--- src/rtl/hq_pkg.sv ---
`timescale 1ns / 1ps
// Shared constants, types and state codes of the histogram equalizer.
package hq_pkg;

  localparam int COUNT_BITS = 22;
  localparam int NUM_BINS   = 256;
  localparam int BIN_BITS   = $clog2(NUM_BINS);
  localparam int PIX_BITS   = 8;
  localparam int QUO_BITS   = 8;
  localparam int STEP_BITS  = $clog2(QUO_BITS);
  localparam int SUM_BITS   = COUNT_BITS + BIN_BITS;
  localparam int PROD_BITS  = SUM_BITS + QUO_BITS;

  typedef logic [COUNT_BITS-1:0] count_t;
  typedef logic [SUM_BITS-1:0]   sum_t;
  typedef logic [PROD_BITS-1:0]  prod_t;
  typedef logic [PIX_BITS-1:0]   pix_t;

  localparam count_t COUNT_MAX = '1;
  localparam logic [BIN_BITS-1:0] LAST_BIN = '1;

  localparam logic OP_HIST = 1'b0;
  localparam logic OP_MAP  = 1'b1;

  typedef enum logic [2:0] {
    ST_RUN,
    ST_SUM,
    ST_MRD,
    ST_MADD,
    ST_MDIV
  } hq_state_t;

  typedef struct packed {
    logic  start;
    prod_t dividend;
    sum_t  divisor;
  } div_req_t;

  typedef struct packed {
    logic                done;
    logic [QUO_BITS-1:0] quotient;
  } div_rsp_t;

endpackage

--- src/rtl/hq_div.sv ---
`timescale 1ns / 1ps
// Restoring divider that yields an 8-bit quotient, one bit per cycle.
module hq_div import hq_pkg::*; (
  input  logic     clk,
  input  logic     rst,
  input  div_req_t req,
  output div_rsp_t rsp
);

  logic                 busy;
  logic                 done;
  logic [STEP_BITS-1:0] step;
  prod_t                rem;
  prod_t                dsh;
  logic [QUO_BITS-1:0]  quo;
  logic                 ge;

  // The dividend is below 256 times the divisor, so eight quotient bits suffice.
  assign ge = (rem >= dsh);

  always_ff @(posedge clk) begin
    if (rst) begin
      busy <= 1'b0;
      done <= 1'b0;
      step <= '0;
    end else begin
      done <= 1'b0;
      if (req.start) begin
        busy <= 1'b1;
        step <= STEP_BITS'(QUO_BITS - 1);
      end else if (busy) begin
        if (step == '0) begin
          busy <= 1'b0;
          done <= 1'b1;
        end else begin
          step <= step - 1'b1;
        end
      end
    end
  end

  always_ff @(posedge clk) begin
    if (req.start) begin
      rem <= req.dividend;
      dsh <= PROD_BITS'(req.divisor) << (QUO_BITS - 1);
      quo <= '0;
    end else if (busy) begin
      if (ge) begin
        rem <= rem - dsh;
      end
      quo <= {quo[QUO_BITS-2:0], ge};
      dsh <= dsh >> 1;
    end
  end

  assign rsp.done     = done;
  assign rsp.quotient = quo;

endmodule

--- config.mk ---
export PLATFORM = sky130hd
export DESIGN_NAME = hq_div
export DESIGN_NICKNAME = d
export VERILOG_FILES = /design/src/rtl/hq_pkg.sv /design/src/rtl/hq_div.sv
export SDC_FILE = /design/constraint.sdc
export NUM_CORES = 1
export LEC_CHECK = 0
export ABC_AREA = 1
export BUFFER_PORTS_ARGS = -buffer_cell sky130_fd_sc_hd__buf_2
export CELL_PAD_IN_SITES_DETAIL_PLACEMENT = 1
export CELL_PAD_IN_SITES_GLOBAL_PLACEMENT = 2
export CORE_ASPECT_RATIO = 1.2
export CORE_MARGIN = 2
export CORE_UTILIZATION = 33
export CTS_CLUSTER_DIAMETER = 200
export DETAILED_ROUTE_END_ITERATION = 10
export GPL_TIMING_DRIVEN = 0
export PLACE_DENSITY_LB_ADDON = 0.08
export SYNTH_ARGS = -nofsm -noshare
export SYNTH_HDL_FRONTEND = slang
export SYNTH_SLANG_ARGS = --single-unit
--- constraint.sdc ---
create_clock -name clk -period 4.1 [get_ports clk]
set_clock_uncertainty 0.1 [all_clocks]
set_input_delay 0.41 -clock clk [delete_from_list [all_inputs] [get_ports clk]]
set_output_delay 0.41 -clock clk [all_outputs]
set_load 0.005 [all_outputs]
# Yosys cells after proc, flatten, opt, wreduce, memory -nomap -nowiden

Cells that the tools add are included.
W data, S select, Z words.

Bits in registers: 88
Output and inout bits: 9
Bits in writable memories: 0
Latch bits: 0
Memories: 0
Memory bits (read-only): 0

Muxes and demuxes: 12
Equal/unequal tests: 1
Add/subtract/negate cells: 2
Bitwise logic cells: 1
Multiply operators: 0
Div/mod/pow operators: 0
Shift-type cells: 0
Reductions and logical operators: 6
$lt $le $gt $ge: 1

Operators with widths:

| kind                  | count |
|---|---|
| $mux W38              | 3 |
| $mux W37              | 2 |
| $ge A38 B37 Y1        | 1 |
| $sub A38 B37 Y38      | 1 |
| $mux W3               | 3 |
| $mux W1               | 4 |
| $reduce_and A2 Y1     | 2 |
| $reduce_bool A2 Y1    | 2 |
| $logic_not A3 Y1      | 1 |
| $reduce_or A3 Y1      | 1 |
| $sub A3 B1 Y3 const B | 1 |
| $ne A2 B2 Y1 const B  | 1 |
| $not A1 Y1            | 1 |

# Depth between registers and ports, before layout

Word-level depth: 4
Mapped depth: 16
Depth with buffers taken out: 15

# Worst setup path after synthesis

Ideal clock, no wire load.

Path type: reg-to-reg
Start point: register rem[0]
End point: register rem[0] (enable)
Clock period less this slack: 2.989 ns
Setup slack: 1.111 ns
Stages on the path, launching flop included: 15
Required time: 3.604 ns
Arrival: 2.493 ns
Cell sequence: edfxtp_1 -> inv_1 -> ha_1 -> fa_1 -> inv_1 -> nand3_1 -> nand3_2 -> nand2_1 -> nand2_1 -> nand3_1 -> nand3_1 -> nand3_1 -> nand2_1 -> nand2_1 -> nand2_1

Cells in the longest elaborated chain, start to end: 3

RTL lines:

| item                                | line         | text |
|---|---|---|
| from (decl)                         | hq_div.sv:13 | `prod_t rem;` |
| from (signal assigned)              | hq_div.sv:44 | `rem <= req.dividend;` |
| from (signal assigned)              | hq_div.sv:49 | `rem <= rem - dsh;` |
| $ge A38 B37 Y1                      | hq_div.sv:19 | `assign ge = (rem >= dsh);` |
| $reduce_bool A2 Y1 (no source line) | --           |  |
| $reduce_and A2 Y1 (no source line)  | --           |  |

No other way between the ends.
A chain may end at the register's enable or synchronous reset.

# Final worst setup path

Start point: register rem[0]
End point: register rem[25] (enable)

Same word-level chain as after synthesis.

==> results.md <==
- The maximum achievable frequency is 0.3173 GHz.
- The commonest non-fill, non-tap cell in the layout is nand2_1.
- The largest single stage delay on the critical path is 0.41 ns.
- The worst hold path passes through 2 cells.
- The first detailed-routing pass took 4 iterations.
- The endpoint type of the worst setup path is a flop.
- The biggest fanout along the worst timing path is 21.
- The max-capacitance violation count is 0.
- The standard cell core area is 18,990 sq um.
- After routing, the total negative slack on setup checks comes to 0 ns.
- The tree built by TritonCTS fans out to 88 sinks.
- The count of antenna-violating nets left after detailed routing is 0.
- The congestion estimate from routability-driven global placement came to 0.8461.
- The clock transition at the registers of the reported paths is 0.08 ns.
- The global-route wire length before repair is 33.29 mm.
- The time the worst path needs with I/O delays and setup is 3.152 ns.
- After detailed routing, the total wire length is 20.60 mm.
- Averaged over all synthesized cells, the footprint is 6.931 sq um.
- The total global routing overflow is 0.
- The detailed router used layers up to and including met4.
- The final number of max-transition violations came to 0.
- The initial antenna violation count is 0.
- From left edge to right edge, the die measures 131.5 microns.
- The number of global-route vias before repair is 6,350.
- Summed over all nets, wire length on met3 after detailed routing comes to 396 microns.
- Walking the worst path, the cells encountered are inv_1 -> ha_1 -> fa_1 -> inv_1 -> nand3_1 -> nand3_2 -> nand2_1 -> nand2_1 -> nand3_1 -> nand3_1 -> nand3_1 -> nand2_1 -> nand2_1 -> nand2_2 -> buf_12.
- The signal arrival time at the worst endpoint is 3.12 ns.
- The per-cell via count in the routed design is 4.706.
- For this design, the CTS-stage hold fixing added 0 buffers.
- Fill cells in the final layout number 2,511.
- The required time at the worst-slack endpoint is 4.07 ns.
- Setup violations remaining at the end of the flow were counted as 0.
- Measured along the y axis, the die boundary spans 157.0 microns.
- The startpoint identified for the worst hold timing path is rst.
- The wire length per cell is 16.08 microns.
- The slowest stage of the critical path is the nand2_2 cell.
- The ratio of total power to cell area is 496.2 nW/um^2.
- The number of remaining DRC errors is 0.
- The top-level port count is 80.
- From synthesis to final layout, the design area changed by 16.13%.
- Summed over all cells, the static leakage comes to 3.735 nW.
- The area enclosed by the die boundary is 20,650 sq um.
- The path with the worst hold slack has its endpoint at step[2].
- After floorplanning, the core was divided into 55 placement rows.
- The number of H-tree levels is 3.
- After clock tree synthesis, the setup repair step added 0 buffers.
- Of the cells placed in the final design, the portion with a size suffix greater than 1 is 13.66%.
- The count of cells along the worst register-to-register path is 15.
- The launching element type of the critical path is a flop.
- Across every metal layer, demand over resource in global routing totals 20.81%.
- Counting both buffers and inverters, the worst setup path holds a total of 3.
- The clock latency on the worst-skew pair is 0.37 ns.
- Counting flops with an async set or reset pin after synthesis yields a share of 0%.
- The setup path with the least slack is of type flop to flop.
- The post-CTS resize count is 0.
- The register-to-register setup slack is 0.95 ns.
- The overall power of the completed layout is 3.710 mW.
- The net count reported at finish is 1,131.
- Wire segments on met2 add up to 10.86 mm in the final route.
- Detailed placement ended at an HPWL of 16.86 mm.
- The routed length on met1 is 8.883 mm.
- In this run the deepest clock path goes through 2 buffers.
- For this run, the register share of the synthesized area comes to 37.93%.
- The number of hold violations in the final report is 0.
- The total standard cell area after synthesis is 6439 sq um.
- Port buffering added 78 buffers.
- At the pin with the least slew margin, the transition time is 0.7380 ns.
- The synthesized instance count is 929.
- The maximum vdd drop is 0.1924 mV.
- The run finished with clean final reports.
- The end of the worst register-to-register path is rem[25].
- After synthesis, the netlist uses 33 different library cells.
- The initial detailed-routing violation count is 210.
- The number of clock buffers added by TritonCTS is 9.
- In the layout the commonest cells are nand2_1 (321), inv_1 (167), buf_2 (82), edfxtp_1 (68), nor2_1 (57).
- The synthesized design contains 68 enable-type register cells.
- The most critical setup path has its startpoint at rem[0].
- The min-delay analysis places its worst path in the category input pin to flop.
- The via count of the routed design is 6,028.
- The repair_antennas step left the layout with diodes totalling 0.
- The buffer type at the clock tree root is clkbuf_16.
- The predominant post-synthesis flop cell is edfxtp_1.
- Once the floorplan was initialized, standard cells occupied 33.90% of the core.
- The startpoint identified for the worst register-to-register timing path is rem[0].
- After layout, the worst path uses 76.88% of the clock period.
- The number of nets produced by synthesis is 1,040.
- The flop and latch count out of synthesis is 88.
- During synthesis, Yosys emitted a total of 0 warnings.
- In this run the tightest slew margin relative to its limit is 50.80%.
- In this design, the largest share of critical-path delay is due to simple AND/OR/NAND/NOR gates.
- Setup repair after global routing left no endpoint under its margin.
- Entering global routing, the biggest net connects 29 pins.
- The TritonCTS clock tree is built.
## report_power, final
group	internal (mW)	switching [mW]	leakage [nW]
clock network	0.426	0.425	0.145
logic	0.568	1.12	2.73
registers	1.13	0.0406	0.861
## worst register-to-register path, stage by stage (launching register included)
cell and delay [ns]:
edfxtp_1 0.33, inv_1 0.04, ha_1 0.22, fa_1 0.37, inv_1 0.13, nand3_1 0.10
nand3_2 0.14, nand2_1 0.07, nand2_1 0.16, nand3_1 0.12, nand3_1 0.12, nand3_1 0.08
nand2_1 0.12, nand2_1 0.08, nand2_2 0.41, buf_12 0.26
## metal layers
layer | vias up | track usage [%]
met3 | 25 | 2.222
met2 | 59 | 39.44
met1 | 2817 | 24.38
li1 | 3127 | -
met5 | - | 0
met4 | 0 | 7.246
## area by class of cell
cell class / instances / area, sq um / share of cell area, %
clock buffer: 9 / 225.2 / 3.012
multi-input combinational: 653 / 3284 / 43.93
timing repair buffer: 80 / 430.4 / 5.756
inverter: 169 / 634.4 / 8.484
buffer: 19 / 81.33 / 1.088
tap: 256 / 320.3 / 4.284
sequential: 88 / 2442 / 32.66
clock inverter: 7 / 58.81 / 0.7865
## registers in the layout, summed over array words and instances, names as in the netlist
signal  flops
rem        38
dsh        37
quo         8
step        3
busy        1
done        1
## Yosys cell counts, types with 2 or more instances
| library cell | instances | area share (%) |
|---|---|---|
| clkbuf_1 | 13 | 0.76 |
| a31oi_1 | 2 | 0.19 |
| nor2_4 | 2 | 0.35 |
| edfxtp_1 | 68 | 32 |
| inv_2 | 2 | 0.12 |
| nor2_2 | 6 | 0.58 |
| nor3_1 | 7 | 0.54 |
| or2_2 | 3 | 0.29 |
| xnor2_1 | 12 | 1.6 |
| o21bai_1 | 3 | 0.35 |
| a21oi_1 | 39 | 3.0 |
| nand3_1 | 52 | 4.0 |
| o22ai_1 | 11 | 1.1 |
| o21ai_1 | 8 | 0.62 |
| nand2_2 | 14 | 1.4 |
| nor2_1 | 57 | 3.3 |
| o21ai_0 | 56 | 4.4 |
| buf_2 | 4 | 0.31 |
| nand2_1 | 322 | 19 |
| ha_1 | 39 | 7.6 |
| nand3_2 | 8 | 1.2 |
| nand3b_1 | 3 | 0.35 |
| inv_1 | 167 | 9.7 |
| dfxtp_1 | 20 | 6.2 |
| nand4_1 | 3 | 0.29 |
## cells by family after synthesis
logic type,synth area share [%]
buffers and inverters,11.10
AND/OR/NAND/NOR,31.71
AO/OA/AOI/OAI,9.736
XOR/XNOR,1.632
adder cells (fa/ha/maj),7.890
flip-flops,37.93
## metrics by stage
stage	std cells	setup slack, ns	hold WS, ns	utilization [%]	cell area, sq um
after floorplan	929	1.111	0.3322	-	6439
final	1281	0.9480	0.1817	39.37	7477
after global routing	1281	0.6768	0.2023	39.37	7477
after detailed placement	1265	0.8919	0.3454	37.87	7193
after CTS	1281	0.8850	0.1634	39.37	7477
after global placement	1263	0.08310	0.3412	37.64	7149
## worst max path at each step
| stage | depth (start not counted) | to | slack [ns] |
|---|---|---|---|
| floorplan | 14 | rem[0] | 1.11 |
| global placement | 14 | rem[24] | 0.08 |
| detailed placement | 15 | rem[18] | 0.89 |
| CTS | 15 | rem[36] | 0.89 |
| global route | 15 | rem[24] | 0.68 |
| finish | 15 | rem[25] | 0.95 |
No activity file was read; power rests on OpenSTA's default activity.
